**config.mk**
```make
export PLATFORM = sky130hd
export DESIGN_NAME = glyph_lru_cache_directory_core
export DESIGN_NICKNAME = d
export VERILOG_FILES = /design/src/rtl/core/glc_pkg.sv /design/src/rtl/core/glc_ctrl.sv /design/src/rtl/core/glc_datapath.sv /design/src/rtl/core/glyph_lru_cache_directory_core.sv
export SDC_FILE = /design/constraint.sdc
export NUM_CORES = 1
export LEC_CHECK = 0
export BUFFER_PORTS_ARGS = -buffer_cell sky130_fd_sc_hd__buf_2
export CAP_MARGIN = 30
export CORE_MARGIN = 4
export CORE_UTILIZATION = 40
export DETAILED_ROUTE_END_ITERATION = 12
export RECOVER_POWER = 100
export SLEW_MARGIN = 20
export SYNTH_ARGS = -nofsm -noshare
export SYNTH_HDL_FRONTEND = slang
export SYNTH_SLANG_ARGS = --single-unit
export TNS_END_PERCENT = 50
```
**constraint.sdc**
```tcl
create_clock -name clk -period 16.4 [get_ports clk]
set_clock_uncertainty 0.05 [all_clocks]
set_input_delay 0.82 -clock clk [delete_from_list [all_inputs] [get_ports clk]]
set_output_delay 0.82 -clock clk [all_outputs]
set_load 0.01 [all_outputs]
```
**src/rtl/core/glc_pkg.sv**
```systemverilog
`default_nettype none

package glc_pkg;

    localparam int CP_W    = 21;
    localparam int CMD_W   = 2;
    localparam int SLOT_W  = 4;
    localparam int COUNT_W = 32;

    localparam logic [CMD_W-1:0] CMD_LOOKUP = 2'd0;
    localparam logic [CMD_W-1:0] CMD_INSERT = 2'd1;
    localparam logic [CMD_W-1:0] CMD_CLEAR  = 2'd2;
    localparam logic [CMD_W-1:0] CMD_NOP    = 2'd3;

    typedef struct packed {
        logic [CMD_W-1:0] command;
        logic [CP_W-1:0]  code_point;
    } req_t;

    typedef struct packed {
        logic               hit;
        logic [SLOT_W-1:0]  slot;
        logic               replaced_valid;
        logic [CP_W-1:0]    replaced_code_point;
        logic [COUNT_W-1:0] hit_total;
        logic [COUNT_W-1:0] miss_total;
    } rsp_t;

    typedef enum logic [1:0] {
        ST_IDLE,
        ST_SCAN,
        ST_DRAIN,
        ST_FINISH
    } state_t;

    // Commands from the controller to the datapath.
    typedef struct packed {
        logic load;
        logic rd_en;
        logic commit;
    } dp_ctl_t;

    // Status from the datapath back to the controller.
    typedef struct packed {
        logic scan_last;
        logic out_free;
    } dp_stat_t;

endpackage

`default_nettype wire

```
**src/rtl/core/glc_ctrl.sv**
```systemverilog
`default_nettype none

module glc_ctrl (
    input  wire logic                      clk,
    input  wire logic                      rst_n,
    input  wire logic                      req_valid,
    input  wire logic [glc_pkg::CMD_W-1:0] req_command,
    output logic                           req_stall,
    input  wire glc_pkg::dp_stat_t         stat,
    output glc_pkg::dp_ctl_t               ctl
);
    import glc_pkg::*;

    state_t state_reg;
    state_t state_next;
    logic   needs_scan;

    assign needs_scan = (req_command == CMD_LOOKUP) || (req_command == CMD_INSERT);

    always_ff @(posedge clk or negedge rst_n)
    begin
        if (!rst_n)
        begin
            state_reg <= ST_IDLE;
        end
        else
        begin
            state_reg <= state_next;
        end
    end

    always_comb
    begin
        state_next = state_reg;
        unique case (state_reg)
            ST_IDLE:
            begin
                if (req_valid)
                begin
                    state_next = needs_scan ? ST_SCAN : ST_FINISH;
                end
            end
            ST_SCAN:
            begin
                if (stat.scan_last)
                begin
                    state_next = ST_DRAIN;
                end
            end
            ST_DRAIN:
            begin
                state_next = ST_FINISH;
            end
            ST_FINISH:
            begin
                if (stat.out_free)
                begin
                    state_next = ST_IDLE;
                end
            end
            default:
            begin
                state_next = ST_IDLE;
            end
        endcase
    end

    always_comb
    begin
        req_stall  = 1'b1;
        ctl.load   = 1'b0;
        ctl.rd_en  = 1'b0;
        ctl.commit = 1'b0;
        unique case (state_reg)
            ST_IDLE:
            begin
                req_stall = 1'b0;
                ctl.load  = req_valid;
            end
            ST_SCAN:
            begin
                ctl.rd_en = 1'b1;
            end
            ST_DRAIN:
            begin
                ctl.rd_en = 1'b0;
            end
            ST_FINISH:
            begin
                ctl.commit = stat.out_free;
            end
            default:
            begin
                req_stall = 1'b1;
            end
        endcase
    end

endmodule

`default_nettype wire

```
**src/rtl/core/glc_datapath.sv**
```systemverilog
`default_nettype none

module glc_datapath #(
    parameter int ENTRIES = 16
) (
    input  wire logic              clk,
    input  wire logic              rst_n,
    input  wire glc_pkg::req_t     req,
    input  wire glc_pkg::dp_ctl_t  ctl,
    output glc_pkg::dp_stat_t      stat,
    input  wire logic              rsp_stall,
    output logic                   rsp_valid,
    output glc_pkg::rsp_t          rsp
);
    import glc_pkg::*;

    localparam int IDX_W = (ENTRIES > 1) ? $clog2(ENTRIES) : 1;
    localparam logic [IDX_W-1:0] LAST_IDX = IDX_W'(ENTRIES - 1);

    logic [CP_W-1:0]    tag_mem   [ENTRIES];
    logic [COUNT_W-1:0] stamp_mem [ENTRIES];

    logic [CMD_W-1:0]   cmd_reg;
    logic [CP_W-1:0]    cp_reg;

    logic [IDX_W-1:0]   rd_idx_reg;
    logic               rdv_reg;
    logic [IDX_W-1:0]   idx_d_reg;
    logic [CP_W-1:0]    tag_rd_reg;
    logic [COUNT_W-1:0] stamp_rd_reg;

    logic               found_reg;
    logic [IDX_W-1:0]   found_idx_reg;
    logic               free_found_reg;
    logic [IDX_W-1:0]   free_idx_reg;
    logic               best_have_reg;
    logic [IDX_W-1:0]   best_idx_reg;
    logic [COUNT_W-1:0] best_stamp_reg;
    logic [CP_W-1:0]    best_tag_reg;

    logic [ENTRIES-1:0] valid_reg;
    logic [ENTRIES-1:0] valid_next;
    logic [COUNT_W-1:0] use_reg;
    logic [COUNT_W-1:0] use_next;
    logic [COUNT_W-1:0] hit_reg;
    logic [COUNT_W-1:0] hit_next;
    logic [COUNT_W-1:0] miss_reg;
    logic [COUNT_W-1:0] miss_next;

    logic               rsp_valid_reg;
    rsp_t               rsp_reg;
    rsp_t               rsp_next;

    logic               entry_v;
    logic               take_match;
    logic               take_free;
    logic               take_best;
    logic [COUNT_W-1:0] use_inc;
    logic [IDX_W-1:0]   victim;
    logic [IDX_W-1:0]   wr_addr;
    logic               tag_we;
    logic               stamp_we;

    assign stat.scan_last = (rd_idx_reg == LAST_IDX);
    assign stat.out_free  = !rsp_valid_reg || !rsp_stall;
    assign rsp_valid      = rsp_valid_reg;
    assign rsp            = rsp_reg;

    always_ff @(posedge clk)
    begin
        if (ctl.load)
        begin
            cmd_reg <= req.command;
            cp_reg  <= req.code_point;
        end
    end

    // Entry walk: one tag and stamp read per cycle, read data registered.
    always_ff @(posedge clk or negedge rst_n)
    begin
        if (!rst_n)
        begin
            rd_idx_reg <= '0;
            rdv_reg    <= 1'b0;
        end
        else
        begin
            rdv_reg <= ctl.rd_en;
            if (ctl.load)
            begin
                rd_idx_reg <= '0;
            end
            else if (ctl.rd_en && (rd_idx_reg != LAST_IDX))
            begin
                rd_idx_reg <= rd_idx_reg + 1'b1;
            end
        end
    end

    always_ff @(posedge clk)
    begin
        if (ctl.rd_en)
        begin
            tag_rd_reg   <= tag_mem[rd_idx_reg];
            stamp_rd_reg <= stamp_mem[rd_idx_reg];
            idx_d_reg    <= rd_idx_reg;
        end
        if (tag_we)
        begin
            tag_mem[wr_addr] <= cp_reg;
        end
        if (stamp_we)
        begin
            stamp_mem[wr_addr] <= use_inc;
        end
    end

    assign entry_v    = valid_reg[idx_d_reg];
    assign take_match = rdv_reg && !found_reg && entry_v && (tag_rd_reg == cp_reg);
    assign take_free  = rdv_reg && !free_found_reg && !entry_v;
    assign take_best  = rdv_reg && entry_v
                        && (!best_have_reg || (stamp_rd_reg < best_stamp_reg));

    always_ff @(posedge clk or negedge rst_n)
    begin
        if (!rst_n)
        begin
            found_reg      <= 1'b0;
            free_found_reg <= 1'b0;
            best_have_reg  <= 1'b0;
        end
        else if (ctl.load)
        begin
            found_reg      <= 1'b0;
            free_found_reg <= 1'b0;
            best_have_reg  <= 1'b0;
        end
        else
        begin
            if (take_match)
            begin
                found_reg <= 1'b1;
            end
            if (take_free)
            begin
                free_found_reg <= 1'b1;
            end
            if (take_best)
            begin
                best_have_reg <= 1'b1;
            end
        end
    end

    always_ff @(posedge clk)
    begin
        if (take_match)
        begin
            found_idx_reg <= idx_d_reg;
        end
        if (take_free)
        begin
            free_idx_reg <= idx_d_reg;
        end
        if (take_best)
        begin
            best_idx_reg   <= idx_d_reg;
            best_stamp_reg <= stamp_rd_reg;
            best_tag_reg   <= tag_rd_reg;
        end
    end

    assign use_inc = use_reg + 1'b1;
    // An empty entry always wins over eviction.
    assign victim  = free_found_reg ? free_idx_reg : best_idx_reg;

    always_comb
    begin
        valid_next = valid_reg;
        use_next   = use_reg;
        hit_next   = hit_reg;
        miss_next  = miss_reg;
        wr_addr    = victim;
        tag_we     = 1'b0;
        stamp_we   = 1'b0;
        rsp_next   = '0;
        unique case (cmd_reg)
            CMD_LOOKUP:
            begin
                if (found_reg)
                begin
                    wr_addr       = found_idx_reg;
                    stamp_we      = ctl.commit;
                    use_next      = use_inc;
                    hit_next      = hit_reg + 1'b1;
                    rsp_next.hit  = 1'b1;
                    rsp_next.slot = SLOT_W'(found_idx_reg);
                end
                else
                begin
                    miss_next = miss_reg + 1'b1;
                end
            end
            CMD_INSERT:
            begin
                tag_we                       = ctl.commit;
                stamp_we                     = ctl.commit;
                valid_next[victim]           = 1'b1;
                use_next                     = use_inc;
                rsp_next.slot                = SLOT_W'(victim);
                rsp_next.replaced_valid      = !free_found_reg;
                rsp_next.replaced_code_point = free_found_reg ? '0 : best_tag_reg;
            end
            CMD_CLEAR:
            begin
                valid_next = '0;
                hit_next   = '0;
                miss_next  = '0;
            end
            default:
            begin
                use_next = use_reg;
            end
        endcase
        rsp_next.hit_total  = hit_next;
        rsp_next.miss_total = miss_next;
    end

    always_ff @(posedge clk or negedge rst_n)
    begin
        if (!rst_n)
        begin
            valid_reg     <= '0;
            use_reg       <= '0;
            hit_reg       <= '0;
            miss_reg      <= '0;
            rsp_valid_reg <= 1'b0;
        end
        else
        begin
            if (ctl.commit)
            begin
                valid_reg     <= valid_next;
                use_reg       <= use_next;
                hit_reg       <= hit_next;
                miss_reg      <= miss_next;
                rsp_valid_reg <= 1'b1;
            end
            else if (!rsp_stall)
            begin
                rsp_valid_reg <= 1'b0;
            end
        end
    end

    always_ff @(posedge clk)
    begin
        if (ctl.commit)
        begin
            rsp_reg <= rsp_next;
        end
    end

endmodule

`default_nettype wire

```
**src/rtl/core/glyph_lru_cache_directory_core.sv**
```systemverilog
// Lookup and insert walk all ENTRIES tags and stamps, one memory read per cycle,
// in ST_SCAN, then pass ST_DRAIN to ST_FINISH, where the response is registered
// once the output is free; a new request is taken only back in ST_IDLE. Clear and
// no-op requests go from ST_IDLE straight to ST_FINISH. The response register lets
// a new request start while the last response is still stalled.
// Reset clears the valid bits and the use, hit and miss counters at once.
`default_nettype none

module glyph_lru_cache_directory_core #(
    parameter int ENTRIES = 16
) (
    input  wire logic          clk,
    input  wire logic          rst_n,
    input  wire logic          req_valid,
    output logic               req_stall,
    input  wire glc_pkg::req_t req,
    output logic               rsp_valid,
    input  wire logic          rsp_stall,
    output glc_pkg::rsp_t      rsp
);
    import glc_pkg::*;

    dp_ctl_t  ctl;
    dp_stat_t stat;

    glc_ctrl u_ctrl (
        .clk         (clk),
        .rst_n       (rst_n),
        .req_valid   (req_valid),
        .req_command (req.command),
        .req_stall   (req_stall),
        .stat        (stat),
        .ctl         (ctl)
    );

    glc_datapath #(
        .ENTRIES (ENTRIES)
    ) u_datapath (
        .clk       (clk),
        .rst_n     (rst_n),
        .req       (req),
        .ctl       (ctl),
        .stat      (stat),
        .rsp_stall (rsp_stall),
        .rsp_valid (rsp_valid),
        .rsp       (rsp)
    );

endmodule

`default_nettype wire
```
==> report_table.html <==
<table>
<tr><th>Metric</th><th>Value</th></tr>
<tr><th colspan="2">Run status</th></tr>
<tr><td>Result of the run</td><td>finished with violations</td></tr>
<tr><td>Failing checks</td><td>capacitance limit, slew limit</td></tr>
<tr><th colspan="2">Power and ir drop</th></tr>
<tr><td>Power per cell area</td><td>~150 nW/um^2</td></tr>
<tr><td>Power dissipated by switching net loads</td><td>2220 uW</td></tr>
<tr><td>Leak</td><td>0.0175 uW</td></tr>
<tr><td>Sequential power share</td><td>0.479</td></tr>
<tr><td>Proportion of power drawn by the clock network</td><td>0.324</td></tr>
<tr><td>Sw frac</td><td>0.268</td></tr>
<tr><td>Worst vdd rail ir drop</td><td>0.103 mV</td></tr>
<tr><td>Internal power</td><td>about 6100 uW</td></tr>
<tr><td>Share of power burned in combinational logic</td><td>0.197</td></tr>
<tr><th colspan="2">CTS</th></tr>
<tr><td>Hold-fix buffers at CTS</td><td>0</td></tr>
<tr><td>Count of H-tree levels built during CTS</td><td>3</td></tr>
<tr><td>Buffer type at the clock tree root</td><td>sky130_fd_sc_hd__clkbuf_16</td></tr>
<tr><td>Post-CTS Setup Inserts</td><td>0</td></tr>
<tr><td>Total number of clock tree sinks</td><td>1207</td></tr>
<tr><td>Deepest clock path buffer count</td><td>3</td></tr>
<tr><td>CTS tree</td><td>yes</td></tr>
<tr><td>Clock buffers created by TritonCTS</td><td>120</td></tr>
<tr><td>PostCTS Resize Cnt</td><td>0</td></tr>
<tr><td>Worst-skew pair later-pin latency</td><td>between 700 and 800 ps</td></tr>
<tr><td>Clock-pin slew on the worst setup and hold paths</td><td>60 ps</td></tr>
<tr><th colspan="2">Route</th></tr>
<tr><td>Total Routed Length</td><td>107 mm</td></tr>
<tr><td>Total DRC errors in the routed layout</td><td>0</td></tr>
<tr><td>Initial detailed-routing violation count</td><td>approximately 2300</td></tr>
<tr><td>Average wire length per cell after detail routing</td><td>24.7 um</td></tr>
<tr><td>Residual antenna-violating net count after detailed routing</td><td>0</td></tr>
<tr><td>First-pass detailed-route iteration total</td><td>5</td></tr>
<tr><td>Overall via count from detail_route</td><td>24000</td></tr>
<tr><td>Detail-routed via count per cell</td><td>5.52</td></tr>
<tr><th colspan="2">Final layout</th></tr>
<tr><td>Synthesis-to-finish area growth</td><td>13.0%</td></tr>
<tr><td>Filler Cell Count</td><td>9921</td></tr>
<tr><td># diodes</td><td>0</td></tr>
<tr><td>Fraction of final layout cells sized beyond drive strength 1</td><td>0.188</td></tr>
<tr><td>Number of flip-flops under the largest register name</td><td>slightly above 500</td></tr>
<tr><td>Final net count</td><td>approximately 2800</td></tr>
<tr><th colspan="2">Critical path</th></tr>
<tr><td>R2r worst-path depth</td><td>6</td></tr>
<tr><td>Longest individual stage delay on the worst path</td><td>2240 ps</td></tr>
<tr><td>Nature of the critical path endpoint</td><td>register</td></tr>
<tr><td>Required time of the worst setup path</td><td>16760 ps</td></tr>
<tr><td>Startpoint class of the critical path</td><td>register</td></tr>
<tr><td>Most frequent cell on the critical path</td><td>sky130_fd_sc_hd__clkbuf_1</td></tr>
<tr><td>Arrival time worst endpoint</td><td>8660 ps</td></tr>
<tr><td>Category of the most critical setup path</td><td>register to register</td></tr>
<tr><td>Slowest-stage cell, CP</td><td>sky130_fd_sc_hd__clkbuf_1</td></tr>
<tr><td>Worst-path cell chain</td><td>clkbuf_1 &gt; buf_12 &gt; clkbuf_1 &gt; clkbuf_1 &gt; mux4_2 &gt; mux4_2</td></tr>
<tr><td>Critical register-to-register path startpoint</td><td>u_datapath.rd_idx_reg[0]$_DFFE_PN0P_</td></tr>
<tr><td>Setup slack of the worst register-to-register path</td><td>8100 ps</td></tr>
<tr><td>Terminus of the critical flop-to-flop path</td><td>u_datapath.stamp_rd_reg[5]$_DFFE_PP_</td></tr>
<tr><td>Critical Path Fanout Max</td><td>83</td></tr>
<tr><th colspan="2">Global routing</th></tr>
<tr><td>Wire length of the first global-routing pass</td><td>161 mm</td></tr>
<tr><td>GRT Resource Usage Total</td><td>0.170</td></tr>
<tr><td>Vias in the first global route</td><td>24600</td></tr>
<tr><td>Total overflow reported by the global router</td><td>0</td></tr>
<tr><td>Maximum number of pins on one net before global-route repair</td><td>84</td></tr>
<tr><td>Initial antenna violation count</td><td>3</td></tr>
<tr><th colspan="2">STA</th></tr>
<tr><td>Worst-case hold slack</td><td>230 ps</td></tr>
<tr><td>Final period utilization</td><td>0.506</td></tr>
<tr><td>Peak Freq</td><td>120 MHz</td></tr>
<tr><td>RSZ-0062 raised after global routing</td><td>no</td></tr>
<tr><td>Worst Tran Pin Value</td><td>roughly 3800 ps</td></tr>
<tr><td>Final Hold Vio Count</td><td>0</td></tr>
<tr><td>Final Setup Violations</td><td>0</td></tr>
<tr><td>Post-layout min period</td><td>between 8000 and 9000 ps</td></tr>
<tr><td>Max-slew headroom</td><td>-1.56</td></tr>
<tr><td>Max-slew violation total from the final report</td><td>1410</td></tr>
<tr><td>Aggregate negative setup slack</td><td>0 ps</td></tr>
<tr><th colspan="2">Yosys</th></tr>
<tr><td>Number of synthesized flops with an enable pin</td><td>between 1000 and 1500</td></tr>
<tr><td>Most used DFF post-synth</td><td>sky130_fd_sc_hd__edfxtp_1</td></tr>
<tr><td>Mapped Cells</td><td>2500</td></tr>
<tr><td>Mapped cell area</td><td>47700 um^2</td></tr>
<tr><td>Number of warnings issued by yosys</td><td>0</td></tr>
<tr><td>FF+latch count, synth</td><td>1207</td></tr>
<tr><td>Proportion of synthesized chip area in sequential cells</td><td>0.748</td></tr>
<tr><td>Post-synthesis area per instance</td><td>around 19 um^2</td></tr>
<tr><td>Nets in the synthesized netlist</td><td>2570</td></tr>
<tr><td>Async set-or-reset flop fraction in the synthesized netlist</td><td>0.102</td></tr>
<tr><td>Yosys cell types</td><td>63</td></tr>
<tr><th colspan="2">Floorplan</th></tr>
<tr><td>Core box area</td><td>118000 um^2</td></tr>
<tr><td>Horizontal die dimension</td><td>353 um</td></tr>
<tr><td>Area of the die</td><td>approximately 120000 um^2</td></tr>
<tr><td>Number of rows in the core area</td><td>126</td></tr>
<tr><td>I/O pin count</td><td>120</td></tr>
<tr><td>Starting density of the core</td><td>0.403</td></tr>
<tr><td>Vertical die dimension</td><td>about 350 um</td></tr>
<tr><th colspan="2">Worst hold path</th></tr>
<tr><td>Hold Path Stages</td><td>1</td></tr>
<tr><td>Launch instance of the worst min-delay path</td><td>req[19]</td></tr>
<tr><td>Worst min-delay path endpoint</td><td>u_datapath.cp_reg[19]$_DFFE_PP_</td></tr>
<tr><td>HP Class</td><td>input pin to register</td></tr>
<tr><th colspan="2">Placement</th></tr>
<tr><td>Sum of net half-perimeters after detailed placement</td><td>58.9 mm</td></tr>
<tr><td>Number of I/O port buffers</td><td>around 120</td></tr>
<tr><td>Routability cong.</td><td>between 0.7 and 0.8</td></tr>
<tr><th colspan="2">Run</th></tr>
<tr><td>Maximum Capacitance Violations</td><td>49</td></tr>
</table>
[cell usage in the layout, fill, tap and decap left out, types with 20 or more instances in the layout]
cell,n
sky130_fd_sc_hd__clkinv_1,20
sky130_fd_sc_hd__edfxtp_1,1084
sky130_fd_sc_hd__mux4_2,269
sky130_fd_sc_hd__nand4_1,36
sky130_fd_sc_hd__nand3_1,71
sky130_fd_sc_hd__o21ai_0,90
sky130_fd_sc_hd__and2_0,23
sky130_fd_sc_hd__nand2_1,164
sky130_fd_sc_hd__clkinv_2,27
sky130_fd_sc_hd__inv_1,47
sky130_fd_sc_hd__a21oi_1,49
sky130_fd_sc_hd__clkbuf_16,120
sky130_fd_sc_hd__xnor2_1,54
sky130_fd_sc_hd__ha_1,43
sky130_fd_sc_hd__o31ai_1,33
sky130_fd_sc_hd__nor2_1,82
sky130_fd_sc_hd__dfrtp_1,123
sky130_fd_sc_hd__buf_2,20
sky130_fd_sc_hd__xor2_1,33
sky130_fd_sc_hd__clkbuf_1,198
[cells in the mapped netlist, types with 14 or more instances]
cell type | number | area, um^2
sky130_fd_sc_hd__edfxtp_1 | 1084 | 32600
sky130_fd_sc_hd__o21ai_0 | 89 | 445
sky130_fd_sc_hd__and3_1 | 14 | 87.6
sky130_fd_sc_hd__nor2_1 | 108 | 405
sky130_fd_sc_hd__ha_1 | 43 | 538
sky130_fd_sc_hd__nand2_1 | 163 | 612
sky130_fd_sc_hd__nand3_1 | 69 | 345
sky130_fd_sc_hd__mux4_2 | 269 | 6060
sky130_fd_sc_hd__o31ai_1 | 33 | 248
sky130_fd_sc_hd__a21oi_1 | 49 | 245
sky130_fd_sc_hd__inv_1 | 48 | 180
sky130_fd_sc_hd__dfrtp_1 | 123 | 3080
sky130_fd_sc_hd__xnor2_1 | 54 | 473
sky130_fd_sc_hd__nand4_1 | 36 | 225
sky130_fd_sc_hd__clkbuf_1 | 65 | 244
sky130_fd_sc_hd__xor2_1 | 33 | 289
sky130_fd_sc_hd__a31oi_1 | 16 | 100
sky130_fd_sc_hd__buf_2 | 29 | 145
sky130_fd_sc_hd__and2_1 | 31 | 194
sky130_fd_sc_hd__mux2_2 | 16 | 180
[critical path, delay by kind of cell, from the launching register on]
family                 cells  cell delay [ps]
buffers and inverters      4             5430
muxes                      2             1210
DFF                        1             1220
[metal layers]
| metal | vias to the layer above | global-route usage | wire length (um) |
|---|---|---|---|
| li1 | 10400 | - | - |
| met1 | 12600 | 0.238 | 45500 |
| met2 | 809 | 0.279 | 52400 |
| met3 | 119 | 0.0302 | 7470 |
| met4 | 2 | 0.0426 | 1830 |
| met5 | - | 0 | 11 |
[logic make-up after synthesis]
| logic type | share of synthesized area |
|---|---|
| flip-flops | 0.748 |
| AO/OA/AOI/OAI | 0.0273 |
| multiplexers | 0.134 |
| adder cells (fa/ha/maj) | 0.0113 |
| buffers and inverters | 0.0145 |
| XOR/XNOR | 0.0160 |
| AND/OR/NAND/NOR | 0.0497 |
[cell type report]
| class | count | area, um^2 | share of cell area |
|---|---|---|---|
| well taps | 1536 | 1920 | 0.0357 |
| multi-input cells | 1133 | 11400 | 0.212 |
| inverters | 49 | 186 | 0.00346 |
| flip-flops and latches | 1207 | 35600 | 0.662 |
| clock buffers | 151 | 3130 | 0.0581 |
| repair buffers | 195 | 816 | 0.0152 |
| clock inverters | 71 | 736 | 0.0137 |
[power groups by stage]
stage	sequential, uW	clock, uW	combinational [uW]
3_5_place_dp	4030	0	1650
5_1_grt	3990	2880	1780
3_3_place_gp	4040	0	1580
2_1_floorplan	3910	0	1220
4_1_cts	3970	2740	1650
6_report	3960	2680	1630
[stage by stage]
stage | power (uW) | cells | worst slack [ps] | util | area, um^2
floorplan | 5140 | 2500 | 11210 | - | 47700
global placement | 5620 | 4093 | 12230 | 0.425 | 50300
detailed placement | 5680 | 4106 | 12170 | 0.428 | 50600
CTS | 8360 | 4328 | 12120 | 0.460 | 54400
global route | 8650 | 4342 | 6900 | 0.455 | 53800
finish | 8270 | 4342 | 8100 | 0.455 | 53800
[worst max path at each step]
stage / from / to
after detailed placement: u_datapath.rd_idx_reg[0]$_DFFE_PN0P_ / u_datapath.stamp_rd_reg[5]$_DFFE_PP_
after floorplan: u_datapath.stamp_rd_reg[2]$_DFFE_PP_ / u_datapath.best_idx_reg[0]$_DFFE_PP_
final: u_datapath.rd_idx_reg[0]$_DFFE_PN0P_ / u_datapath.stamp_rd_reg[5]$_DFFE_PP_
after global placement: u_datapath.rd_idx_reg[0]$_DFFE_PN0P_ / u_datapath.stamp_rd_reg[13]$_DFFE_PP_
after global routing: u_datapath.rd_idx_reg[0]$_DFFE_PN0P_ / u_datapath.stamp_rd_reg[3]$_DFFE_PP_
after CTS: u_datapath.rd_idx_reg[0]$_DFFE_PN0P_ / u_datapath.stamp_rd_reg[5]$_DFFE_PP_
(Power assumes the default switching activity.)
